<file path="config.mk">
export PLATFORM = sky130hd
export DESIGN_NAME = heart_rate_measurement_parser
export DESIGN_NICKNAME = d
export VERILOG_FILES = /design/src/rtl/core/hrm_pkg.sv /design/src/rtl/core/hrm_front.sv /design/src/rtl/core/hrm_back.sv /design/src/rtl/core/heart_rate_measurement_parser.sv
export SDC_FILE = /design/constraint.sdc
export NUM_CORES = 1
export LEC_CHECK = 0
export ABC_AREA = 1
export BUFFER_PORTS_ARGS = -buffer_cell sky130_fd_sc_hd__clkbuf_2
export CORE_ASPECT_RATIO = 1.4
export CORE_MARGIN = 10
export CORE_UTILIZATION = 62
export CTS_CLUSTER_DIAMETER = 80
export DETAILED_ROUTE_END_ITERATION = 8
export PLACE_DENSITY = 0.84
export SETUP_SLACK_MARGIN = 0.02
export SYNTH_ARGS = -nofsm -noshare
export SYNTH_HDL_FRONTEND = slang
export SYNTH_SLANG_ARGS = --single-unit
</file>
<file path="constraint.sdc">
create_clock -name clk -period 16.15 [get_ports clk]
set_clock_uncertainty 0.2 [all_clocks]
set_input_delay 4.0375 -clock clk [delete_from_list [all_inputs] [get_ports clk]]
set_output_delay 4.0375 -clock clk [all_outputs]
set_load 0.1 [all_outputs]
</file>
<file path="src/rtl/core/hrm_pkg.sv">
// ----------------------------------------------------------------------------
// hrm_pkg
// Shared types and constants for the heart rate measurement parser.
// ----------------------------------------------------------------------------
`default_nettype none

package hrm_pkg;

  localparam int unsigned HRM_RR_SLOTS = 9;

  localparam logic [15:0] ENERGY_HIGH_RESET = 16'd300;
  localparam logic [15:0] ENERGY_LOW_RESET  = 16'd30;

  localparam int unsigned CFG_IDX_W  = 1;
  localparam int unsigned CFG_DATA_W = 16;

  localparam logic [CFG_IDX_W-1:0] REG_ENERGY_HIGH = 1'd0;
  localparam logic [CFG_IDX_W-1:0] REG_ENERGY_LOW  = 1'd1;

  // flags byte bits
  localparam int unsigned FLG_HR16    = 0;
  localparam int unsigned FLG_CONTACT = 1;
  localparam int unsigned FLG_CSUPP   = 2;
  localparam int unsigned FLG_ENERGY  = 3;
  localparam int unsigned FLG_RR      = 4;

  typedef struct packed {
    logic [7:0] pdu_byte;
    logic       end_of_packet;
  } in_word_t;

  typedef struct packed {
    logic [15:0] heart_rate;
    logic        contact_ok;
    logic [15:0] energy_expended;
    logic [3:0]  rr_slot;
    logic [15:0] rr_value;
    logic        request_energy_reset;
    logic        short_packet;
    logic        last_result;
  } out_word_t;

  // per-packet summary handed from the parser to the result side
  typedef struct packed {
    logic [15:0] heart_rate;
    logic        contact_ok;
    logic [15:0] energy;
    logic        request;
    logic        short_pkt;
    logic        rr_on;
  } pkt_info_t;

endpackage

`default_nettype wire

</file>
<file path="src/rtl/core/hrm_front.sv">
// ----------------------------------------------------------------------------
// hrm_front
// Byte parser: tracks flags, heart rate, energy and RR intervals, runs the
// energy reset latch and hands a packet summary on at end of packet.
// ----------------------------------------------------------------------------
`default_nettype none

module hrm_front
  import hrm_pkg::*;
#(
  parameter int unsigned RR_SLOTS = HRM_RR_SLOTS,
  localparam int unsigned SLOT_W  = (RR_SLOTS > 1) ? $clog2(RR_SLOTS) : 1,
  localparam int unsigned CNT_W   = $clog2(RR_SLOTS + 1)
) (
  input  wire logic                  clk,
  input  wire logic                  rst_n,
  input  wire logic                  byte_vld,
  input  wire in_word_t              byte_in,
  input  wire logic                  cfg_we,
  input  wire logic [CFG_IDX_W-1:0]  cfg_idx,
  input  wire logic [CFG_DATA_W-1:0] cfg_data,
  output logic                       pkt_push,
  output pkt_info_t                  pkt_info,
  output logic [CNT_W-1:0]           pkt_fill,
  output logic [15:0]                pkt_rr [RR_SLOTS]
);

  logic [15:0]      e_high_r, e_low_r;
  logic [7:0]       flags_r, flags_nxt;
  logic [15:0]      rate_r, rate_nxt;
  logic [15:0]      energy_r, energy_nxt;
  logic [7:0]       pos_r, pos_nxt;
  logic [7:0]       hold_r, hold_nxt;
  logic [CNT_W-1:0] fill_r, fill_nxt;
  logic             latch_r, latch_nxt;
  logic [15:0]      rr_r [RR_SLOTS];
  logic [15:0]      rr_nxt [RR_SLOTS];

  logic [7:0]  b;
  logic [7:0]  hr_end, en_end;
  logic [15:0] word16;
  logic        rr_wr;
  logic        req;
  logic        eop;

  assign b      = byte_in.pdu_byte;
  assign eop    = byte_in.end_of_packet;
  assign word16 = {b, hold_r};

  always_comb begin
    flags_nxt  = flags_r;
    rate_nxt   = rate_r;
    energy_nxt = energy_r;
    hold_nxt   = hold_r;
    fill_nxt   = fill_r;
    rr_wr      = 1'b0;
    rr_nxt     = rr_r;
    hr_end     = flags_r[FLG_HR16] ? 8'd3 : 8'd2;
    en_end     = hr_end + (flags_r[FLG_ENERGY] ? 8'd2 : 8'd0);

    if (pos_r == 8'd0) begin
      flags_nxt = b;
      fill_nxt  = '0;
    end else if (pos_r < hr_end) begin
      if (!flags_r[FLG_HR16]) begin
        rate_nxt = {8'd0, b};
      end else if (pos_r == 8'd1) begin
        hold_nxt = b;
      end else begin
        rate_nxt = word16;
      end
    end else if (pos_r < en_end) begin
      if (pos_r == hr_end) begin
        hold_nxt = b;
      end else begin
        energy_nxt = word16;
      end
    end else if (flags_r[FLG_RR]) begin
      // low byte on even offsets past the energy field; extra intervals dropped
      if (!(pos_r[0] ^ en_end[0])) begin
        hold_nxt = b;
      end else if (fill_r < CNT_W'(RR_SLOTS)) begin
        rr_wr    = 1'b1;
        rr_nxt[fill_r[SLOT_W-1:0]] = word16;
        fill_nxt = fill_r + CNT_W'(1);
      end
    end
  end

  // hysteresis on the stored energy, once per packet
  always_comb begin
    latch_nxt = latch_r;
    req       = 1'b0;
    if (latch_r && (energy_nxt < e_low_r)) begin
      latch_nxt = 1'b0;
    end else if (!latch_r && (energy_nxt > e_high_r)) begin
      latch_nxt = 1'b1;
      req       = 1'b1;
    end
  end

  always_comb begin
    logic [7:0] hr_e, en_e;
    hr_e   = flags_nxt[FLG_HR16] ? 8'd3 : 8'd2;
    en_e   = hr_e + (flags_nxt[FLG_ENERGY] ? 8'd2 : 8'd0);
    if (eop) pos_nxt = 8'd0;
    else if (pos_r == 8'hFF) pos_nxt = pos_r;
    else pos_nxt = pos_r + 8'd1;

    pkt_info.heart_rate = rate_nxt;
    pkt_info.contact_ok = !flags_nxt[FLG_CSUPP] || flags_nxt[FLG_CONTACT];
    pkt_info.energy     = energy_nxt;
    pkt_info.request    = req;
    pkt_info.short_pkt  = ({1'b0, pos_r} + 9'd1) < {1'b0, en_e};
    pkt_info.rr_on      = flags_nxt[FLG_RR];
  end

  assign pkt_push = byte_vld && eop;
  assign pkt_fill = fill_nxt;
  assign pkt_rr   = rr_nxt;

  always_ff @(posedge clk) begin
    if (!rst_n) begin
      e_high_r <= ENERGY_HIGH_RESET;
      e_low_r  <= ENERGY_LOW_RESET;
      flags_r  <= '0;
      rate_r   <= '0;
      energy_r <= '0;
      pos_r    <= '0;
      hold_r   <= '0;
      fill_r   <= '0;
      latch_r  <= 1'b0;
    end else begin
      if (cfg_we) begin
        case (cfg_idx)
          REG_ENERGY_HIGH: e_high_r <= cfg_data;
          REG_ENERGY_LOW:  e_low_r  <= cfg_data;
          default: ;
        endcase
      end
      if (byte_vld) begin
        flags_r  <= flags_nxt;
        rate_r   <= rate_nxt;
        energy_r <= energy_nxt;
        pos_r    <= pos_nxt;
        hold_r   <= hold_nxt;
        fill_r   <= eop ? '0 : fill_nxt;
        if (eop) latch_r <= latch_nxt;
      end
    end
  end

  // slots past the fill count are masked on the way out, so no clear needed
  always_ff @(posedge clk) begin
    if (byte_vld && rr_wr) begin
      rr_r[fill_r[SLOT_W-1:0]] <= word16;
    end
  end

endmodule

`default_nettype wire

</file>
<file path="src/rtl/core/hrm_back.sv">
// ----------------------------------------------------------------------------
// hrm_back
// Two-entry packet queue and slot emitter: walks the RR slots of the oldest
// packet into a registered result word.
// ----------------------------------------------------------------------------
`default_nettype none

module hrm_back
  import hrm_pkg::*;
#(
  parameter int unsigned RR_SLOTS = HRM_RR_SLOTS,
  localparam int unsigned SLOT_W  = (RR_SLOTS > 1) ? $clog2(RR_SLOTS) : 1,
  localparam int unsigned CNT_W   = $clog2(RR_SLOTS + 1)
) (
  input  wire logic             clk,
  input  wire logic             rst_n,
  input  wire logic             pkt_push,
  input  wire pkt_info_t        pkt_info,
  input  wire logic [CNT_W-1:0] pkt_fill,
  input  wire logic [15:0]      pkt_rr [RR_SLOTS],
  output logic                  q_full,
  input  wire logic             out_pop,
  output logic                  out_empty,
  output out_word_t             out_data
);

  pkt_info_t        info_q [2];
  logic [CNT_W-1:0] fill_q [2];
  logic [15:0]      rr_q   [2][RR_SLOTS];

  logic              wr_ptr_r, rd_ptr_r;
  logic [1:0]        cnt_r, cnt_nxt;
  logic [SLOT_W-1:0] slot_r, slot_nxt;
  logic              out_vld_r, out_vld_nxt;
  out_word_t         out_r;

  logic      q_empty, load, q_pop, last;
  pkt_info_t head;
  out_word_t word_nxt;

  assign q_full    = (cnt_r == 2'd2);
  assign q_empty   = (cnt_r == 2'd0);
  assign load      = !q_empty && (!out_vld_r || out_pop);
  assign last      = (slot_r == SLOT_W'(RR_SLOTS - 1));
  assign q_pop     = load && last;
  assign head      = info_q[rd_ptr_r];

  always_comb begin
    word_nxt.heart_rate           = head.heart_rate;
    word_nxt.contact_ok           = head.contact_ok;
    word_nxt.energy_expended      = head.energy;
    word_nxt.rr_slot              = 4'(slot_r);
    word_nxt.rr_value             = (head.rr_on && (CNT_W'(slot_r) < fill_q[rd_ptr_r]))
                                    ? rr_q[rd_ptr_r][slot_r] : 16'd0;
    word_nxt.request_energy_reset = head.request;
    word_nxt.short_packet         = head.short_pkt;
    word_nxt.last_result          = last;
  end

  always_comb begin
    cnt_nxt = cnt_r + {1'b0, pkt_push} - {1'b0, q_pop};
    slot_nxt = slot_r;
    if (load) slot_nxt = last ? '0 : slot_r + SLOT_W'(1);
    out_vld_nxt = out_vld_r;
    if (load) out_vld_nxt = 1'b1;
    else if (out_pop) out_vld_nxt = 1'b0;
  end

  always_ff @(posedge clk) begin
    if (!rst_n) begin
      wr_ptr_r  <= 1'b0;
      rd_ptr_r  <= 1'b0;
      cnt_r     <= '0;
      slot_r    <= '0;
      out_vld_r <= 1'b0;
    end else begin
      if (pkt_push) wr_ptr_r <= !wr_ptr_r;
      if (q_pop) rd_ptr_r <= !rd_ptr_r;
      cnt_r     <= cnt_nxt;
      slot_r    <= slot_nxt;
      out_vld_r <= out_vld_nxt;
    end
  end

  always_ff @(posedge clk) begin
    if (pkt_push) begin
      info_q[wr_ptr_r] <= pkt_info;
      fill_q[wr_ptr_r] <= pkt_fill;
      rr_q[wr_ptr_r]   <= pkt_rr;
    end
    if (load) out_r <= word_nxt;
  end

  assign out_empty = !out_vld_r;
  assign out_data  = out_r;

endmodule

`default_nettype wire

</file>
<file path="src/rtl/core/heart_rate_measurement_parser.sv">
// Output: the end-mark word pushes its packet summary into the queue; the first result
// word is registered; then one word per cycle, RR_SLOTS in all, while out_pop is high.
// Throughput: one input word per cycle while in_full is low; a packet holds the result
// side for RR_SLOTS words; full rises once two packets are held, the one being emitted
// included. Reset: synchronous, active low; clears parser state and the latch and loads
// the energy thresholds with 300 and 30.
// ----------------------------------------------------------------------------
// heart_rate_measurement_parser
// Heart rate measurement notification parser with per-slot result words.
// ----------------------------------------------------------------------------
`default_nettype none

module heart_rate_measurement_parser
  import hrm_pkg::*;
#(
  parameter int unsigned RR_SLOTS = HRM_RR_SLOTS
) (
  input  wire logic                  clk,
  input  wire logic                  rst_n,
  input  wire logic                  in_push,
  input  wire in_word_t              in_data,
  output logic                       in_full,
  output logic                       out_empty,
  input  wire logic                  out_pop,
  output out_word_t                  out_data,
  input  wire logic                  cfg_we,
  input  wire logic [CFG_IDX_W-1:0]  cfg_idx,
  input  wire logic [CFG_DATA_W-1:0] cfg_data
);

  localparam int unsigned CNT_W = $clog2(RR_SLOTS + 1);

  logic             byte_vld;
  logic             pkt_push;
  pkt_info_t        pkt_info;
  logic [CNT_W-1:0] pkt_fill;
  logic [15:0]      pkt_rr [RR_SLOTS];
  logic             q_full;

  assign byte_vld = in_push && !q_full;
  assign in_full  = q_full;

  hrm_front #(.RR_SLOTS(RR_SLOTS)) u_front (
    .clk      (clk),
    .rst_n    (rst_n),
    .byte_vld (byte_vld),
    .byte_in  (in_data),
    .cfg_we   (cfg_we),
    .cfg_idx  (cfg_idx),
    .cfg_data (cfg_data),
    .pkt_push (pkt_push),
    .pkt_info (pkt_info),
    .pkt_fill (pkt_fill),
    .pkt_rr   (pkt_rr)
  );

  hrm_back #(.RR_SLOTS(RR_SLOTS)) u_back (
    .clk       (clk),
    .rst_n     (rst_n),
    .pkt_push  (pkt_push),
    .pkt_info  (pkt_info),
    .pkt_fill  (pkt_fill),
    .pkt_rr    (pkt_rr),
    .q_full    (q_full),
    .out_pop   (out_pop),
    .out_empty (out_empty),
    .out_data  (out_data)
  );

endmodule

`default_nettype wire
</file>
==> results.tsv, run 1 <==
metric	value	unit
yosysTopAreaCell	edfxtp_1	
synth_compound_area_share	11.7	%
worst_setup_path_end_kind	flop	
worstSetupPathType	input pin to flop	
post_cts_resized	0	
fin_tns_setup	0	ps
place_congestion	0.919	
synth_area	0.0289	sq mm
grt_pass1_vias	21300	
relSlewSlack	12.4	%
start_util	62.7	%
synthMuxAreaShare	0.494	%
grtUsageTotal	25.9	%
finalSetupViolations	0	
clockPowerShare	37.6	%
maxSlewViolCount	0	
hold_viol	0	
clockRootBuffer	clkbuf_16	
synth_top_family_by_area	simple AND/OR/NAND/NOR gates	
cp.arrival	6450	ps
place.detailed.hpwl	42700	um
synth_fa_ha_area_share	2.16	%
yosysSeqAreaShare	66.0	%
vias	21000	
antenna_found_initial	1	
ff2ff_path_depth	13	
pwr-share-seq	53.0	%
r2r-end	u_front.rr_r[56]	
die_w	202	um
clk_pin_slew	60	ps
die_h	275	um
switchingPower	0.000887	W
core	0.0461	sq mm
drive_above_1_share	8.62	%
cp-endpoint	u_back.rr_q[0][0]	
grt_overflow	0	
cts_setup_buffers	0	
first_pass_iters	7	
wl	73100	um
clockBufferDepth	3	
grt_max_degree	185	
power_frac_comb	9.4	%
syn_area_per_cell	10.4	sq um
yosysWarnings	0	
drcViolationCount	0	
fin_nets	2867	
p_per_area	115	mW/mm^2
routedWlPerCell	21.2	um
port-buffer-count	88	
cts_made_buffers	56	
grt_pass1_wl	114000	um
synth_edf_count	568	
p_int	0.00275	W
n_antenna_cell	0	
fin_crit	6450	ps
ant_nets	0	
dieArea	0.0558	sq mm
syn_inst	2775	
synth_top_area_share	59.0	%
first_iter_violations	2380	
start_kind	input pin	
area_growth	9.14	%
synth-simple-area-share	15.1	%
maxCapViolations	0	
fin_crit_sh	39.9	%
cts_hold_buf	0	
viasPerCell	6.09	
n_fill_cell	3170	
r2r-start	u_front.pos_r[0]	
rsz0062_at_grt	false	
synth_seq_cells	668	
worstPathRequired	16150	ps
tightest_slew	1310	ps
fmax	155	MHz
ir_worst_vdd	98.0	uV
yosysUniqueCellTypes	46	
reg2reg_slack	10660	ps
hp-class	flop to flop	
io_pins	89	
crit_fanout	165	
clk_latency	600	ps
leakage	11.4	nW
cts-htree-levels	2	
clkSinkCount	668	
crit_path_start	in_push	
cts_tree	yes	
yosys-top-cells-area	edfxtp_1, nand2_1, dfxtp_1	
num_rows	93	
synth_ff_type	edfxtp_1	
swShare	24.4	%
fin_cells	3448	
syn_nets	2856	
dp.cells	3345	
async_reset_ff_share	0	%
status	finished clean	
synth_xor_area_share	0.212	%
cell usage in the layout, fill, tap and decap left out, types with 23 or more instances in the layout:
master     instances
o22ai_1           30
clkbuf_16         59
dfxtp_1           98
o221ai_1          25
inv_1            132
nor2_1           190
a21oi_1          106
o21ai_0          373
o211ai_1          23
nand2_1          851
buf_4             27
ha_1              50
edfxtp_1         568
clkbuf_2          88
nand3_1           32
per-layer routing:
layer | GRT usage [%] | share of wire (%) | vias to the layer above
met4 | 16.9 | 6.6 | 2
li1 | - | - | 9603
met3 | 4.40 | 8.2 | 281
met2 | 45.9 | 51 | 1141
met5 | 0 | 0.011 | -
met1 | 28.4 | 34 | 9960
critical path, cell delays in order:
cell	delay, ps
clkbuf_2	90
o21ai_2	40
buf_4	250
nor2_1	190
inv_1	170
nor2_4	630
buf_12	580
cells by family (layout without fill, tap and decap cells):
logic type      after synthesis  in the layout
compound gates              617            617
xor+xnor                      7              7
fa+ha+maj                    50             50
buf+inv                     307            363
flops                       668            668
mux                          13             13
simple gates               1113           1113
cell usage after synthesis, types with 14 or more instances:
cell type	instances
ha_1	50
nor2_1	193
o221ai_1	25
nand2_1	852
edfxtp_1	568
a21oi_1	107
buf_2	35
o21a_1	14
dfxtp_1	100
o21ai_0	373
o22ai_1	30
o21ai_1	22
clkbuf_1	110
o211ai_1	23
nand3_1	34
inv_1	132
metrics by stage:
step                      total power (W)  hold slack [ps]  area, sq um  utilization (%)  setup WS (ps)
after floorplan                   0.00221              222        28900                -           3220
after global placement            0.00229              231        29700             64.5           9270
after detailed placement          0.00230              247        29700             64.5           9230
after CTS                         0.00364              256        31500             68.4           9850
after global routing              0.00372              288        31500             68.4           9660
final                             0.00363              255        31500             68.4           9700
worst min path at each step:
stage                          startpoint         endpoint  slack, ps  depth (start not counted)
after CTS                 u_back.cnt_r[1]  u_back.cnt_r[1]        260                          1
after global placement    u_back.rd_ptr_r             flop        230                          1
after floorplan           u_back.cnt_r[1]  u_back.cnt_r[1]        220                          1
after detailed placement  u_back.cnt_r[1]  u_back.cnt_r[1]        250                          1
after global routing      u_back.cnt_r[1]  u_back.cnt_r[1]        290                          1
final                     u_back.cnt_r[1]  u_back.cnt_r[1]        260                          1
area by class of cell:
type	instances	area [sq um]	share of cell area, %
inverter	143	542	1.72
clock inverter	33	312	0.988
multi-input combinational	1800	8640	27.4
tap	617	772	2.45
clock buffer	70	1530	4.84
sequential	668	19100	60.4
timing repair buffer	117	683	2.17
flip-flops by register name, summed over array words and instances, names as in the netlist, named ones only:
register	count
u_back.cnt_r	2
u_back.fill_q	8
u_back.info_q	72
u_back.out_data	56
u_back.out_vld_r	1
u_back.rd_ptr_r	1
u_back.rr_q	288
u_back.slot_r	4
u_back.wr_ptr_r	1
u_front.e_high_r	16
u_front.e_low_r	16
u_front.energy_r	16
u_front.fill_r	4
u_front.flags_r	5
u_front.hold_r	8
u_front.latch_r	1
u_front.pos_r	8
u_front.rate_r	16
u_front.rr_r	144
power by group through the flow:
stage	registers [W]	logic [W]	clock network (W)
floorplan	0.00205	0.000156	0
global placement	0.00196	0.000326	0
detailed placement	0.00196	0.000337	0
CTS	0.00192	0.000340	0.00137
global route	0.00193	0.000365	0.00143
finish	0.00192	0.000341	0.00137
No activity file was read; power rests on OpenSTA's default activity.
==> run 2: changes to the inputs <==
Settings changed: ABC_AREA 1 to 0, CORE_UTILIZATION 62 to 56, PLACE_DENSITY 0.84 to 0.81.
Clock period 16.15 ns to 5.2 ns, I/O delays scaled along.
==> run 2 against run 1 <==
Via count decreased by 21%. Worst hold slack improved by 3.5 ps. Synthesized area increased by 1.3%. Routed wire length decreased by 9.2%. Non-clock buffer count increased by 10. Global-route usage decreased by 4.5 points.
==> results.tsv, run 2 <==
metric	value	unit	change
reg2reg_slack	1340	ps	was 10660 ps
fmax	259	MHz	
hp-class	flop to flop		unchanged
maxSlewViolCount	0		unchanged
num_rows	99		was 93
fin_crit_sh	74.2	%	
yosysUniqueCellTypes	63		was 46
p_per_area	340	mW/mm^2	was 115 mW/mm^2
final_area	0.0324	sq mm	was 0.0315 sq mm
cts_setup_buffers	0		unchanged
worstSetupPathType	flop to flop		was input pin to flop
cp.arrival	4160	ps	was 6450 ps
start_util	56.4	%	was 62.7%
placed_cell_area	0.0305	sq mm	was 0.0297 sq mm
synth_area	0.0293	sq mm	was 0.0289 sq mm
fin_tns_setup	0	ps	unchanged
synth_common_cells	edfxtp_1, mux2_2, nand2_1		was nand2_1, edfxtp_1, o21ai_0
drcViolationCount	0		unchanged
crit_fanout	20		was 165
status	finished clean		unchanged
n_fill_cell	3677		was 3170
dp_slack	1440	ps	was 9230 ps
drive_above_1_share	31.9	%	was 8.62%
yosysMostFrequentCell	edfxtp_1		was nand2_1
synth_edf_count	568		unchanged
synth_ff_type	edfxtp_1		unchanged
post_cts_resized	0		unchanged
final_cell_mix	edfxtp_1, mux2_2, nand2_1, dfxtp_1, clkbuf_2		was nand2_1, edfxtp_1, o21ai_0, nor2_1, inv_1
r2r-start	u_front.flags_r[0]		was u_front.pos_r[0]
vias	16500		was 21000
cts_made_buffers	59		was 56
grt_pass1_vias	17500		was 21300
min_to	u_front.e_high_r[10]		was u_back.cnt_r[1]
wl	66400	um	was 73100 um
ir_worst_vdd	231	uV	was 98.0 uV
die_w	213	um	was 202 um
grt_overflow	0		unchanged
syn_area_per_cell	15.4	sq um	was 10.4 sq um
register_area	0.0191	sq mm	unchanged
yosysWarnings	0		unchanged
maxCapViolations	0		unchanged
syn_nets	1978		was 2856
syn_inst	1897		was 2775
cts_tree	yes		unchanged
die_h	291	um	was 275 um
first_iter_violations	1450		was 2380
hold_start	u_front.e_high_r[10]		was u_back.cnt_r[1]
clk_latency	610	ps	was 600 ps
viasPerCell	6.17		was 6.09
yosysTopAreaCell	edfxtp_1		unchanged
r2r-end	u_front.latch_r		was u_front.rr_r[56]
leakage	10.2	nW	was 11.4 nW
ff2ff_path_depth	12		was 13
routedWlPerCell	24.8	um	was 21.2 um
io_pins	89		unchanged
setup_ws	1340	ps	was 9700 ps
hold_viol	0		unchanged
regMostFlops	u_back.rr_q		unchanged
clockBufferDepth	3		unchanged
dieArea	0.0620	sq mm	was 0.0558 sq mm
port-buffer-count	88		unchanged
cts_hold_buf	0		unchanged
final_common_cell	edfxtp_1		was nand2_1
place.detailed.hpwl	41400	um	was 42700 um
fin_nets	2059		was 2867
yosysSeqAreaShare	65.1	%	was 66.0%
n_antenna_cell	0		unchanged
cts-htree-levels	2		unchanged
first_pass_iters	7		unchanged
relSlewSlack	20.5	%	was 12.4%
fin_cells	2680		was 3448
yosys-top-cells-area	edfxtp_1, mux2_2, dfxtp_1		was edfxtp_1, nand2_1, dfxtp_1
async_reset_ff_share	0	%	unchanged
tightest_slew	1190	ps	was 1310 ps
worstPathRequired	5500	ps	was 16150 ps
worst_setup_path_end_kind	flop		unchanged
antenna_found_initial	0		was 1
synth_top_area_share	58.2	%	was 59.0%
dp.cells	2573		was 3345
multi_input_area	0.00959	sq mm	was 0.00864 sq mm
place_congestion	0.837		was 0.919
grtUsageTotal	21.4	%	was 25.9%
clkSinkCount	668		unchanged
synth_seq_cells	668		unchanged
holdPathStages	2		was 1
rsz0062_at_grt	false		unchanged
finalSetupViolations	0		unchanged
clk_pin_slew	70	ps	was 60 ps
fin_crit	3860	ps	
clockRootBuffer	clkbuf_16		unchanged
start_kind	flop		was input pin
grt_max_degree	105		was 185
ant_nets	0		unchanged
final_util	62.4	%	was 68.4%
core	0.0519	sq mm	was 0.0461 sq mm
largest_register_ffs	288		unchanged
area_growth	10.7	%	was 9.14%
grt_pass1_wl	102000	um	was 114000 um
## run 2: cell families after synthesis
group	synth area share [%]
flops	65.1
mux	20.8
simple gates	5.43
compound gates	4.01
buf+inv	2.30
fa+ha+maj	2.14
xor+xnor	0.209
## run 2: layout make-up
type / instances / area share (%)
clock buffer: 78 / 5.00
inverter: 53 / 0.614
sequential: 668 / 58.8
multi-input combinational: 1069 / 29.6
timing repair buffer: 127 / 2.57
tap: 656 / 2.53
clock inverter: 29 / 0.853
## run 2: worst max-delay path by stage
stage,from,endpoint
3_3_place_gp,u_front.flags_r[0],u_front.latch_r
5_1_grt,u_front.flags_r[0],u_front.latch_r
6_report,u_front.flags_r[0],u_front.latch_r
2_1_floorplan,in_push,u_front.rr_r[0]
3_5_place_dp,u_front.flags_r[0],u_front.latch_r
4_1_cts,u_front.flags_r[0],u_front.latch_r
## run 2: metrics by stage
step / power [W] / hold slack [ps]
CTS: 0.0111 / 258
global route: 0.0113 / 288
global placement: 0.00680 / 246
floorplan: 0.00660 / 232
detailed placement: 0.00682 / 249
finish: 0.0110 / 258
## run 2: critical path, cell delays in order, from the launching register on
cell	delay (ps)
dfxtp_1	720
ha_1	370
o31ai_1	350
nand3_1	130
buf_4	250
mux2_2	340
ha_1	300
o21ai_0	190
o2bb2ai_1	150
a31oi_1	80
a211o_1	340
a41o_1	230
o211a_1	100
## run 2: per-layer routing
layer | up-vias | global-route usage, % | share of wire, %
li1 | 7396 | - | -
met5 | - | 0 | 0
met4 | 0 | 8.85 | 3.9
met2 | 537 | 39.2 | 54
met1 | 8456 | 24.7 | 37
met3 | 147 | 2.48 | 5.5
## run 2: power breakdown
group,internal [W],switching [W],leakage (nW)
Combinational,0.000165,0.000595,4.09
Sequential,0.00590,0.0000466,5.17
Clock,0.00243,0.00188,0.923
Total,0.00849,0.00253,10.2
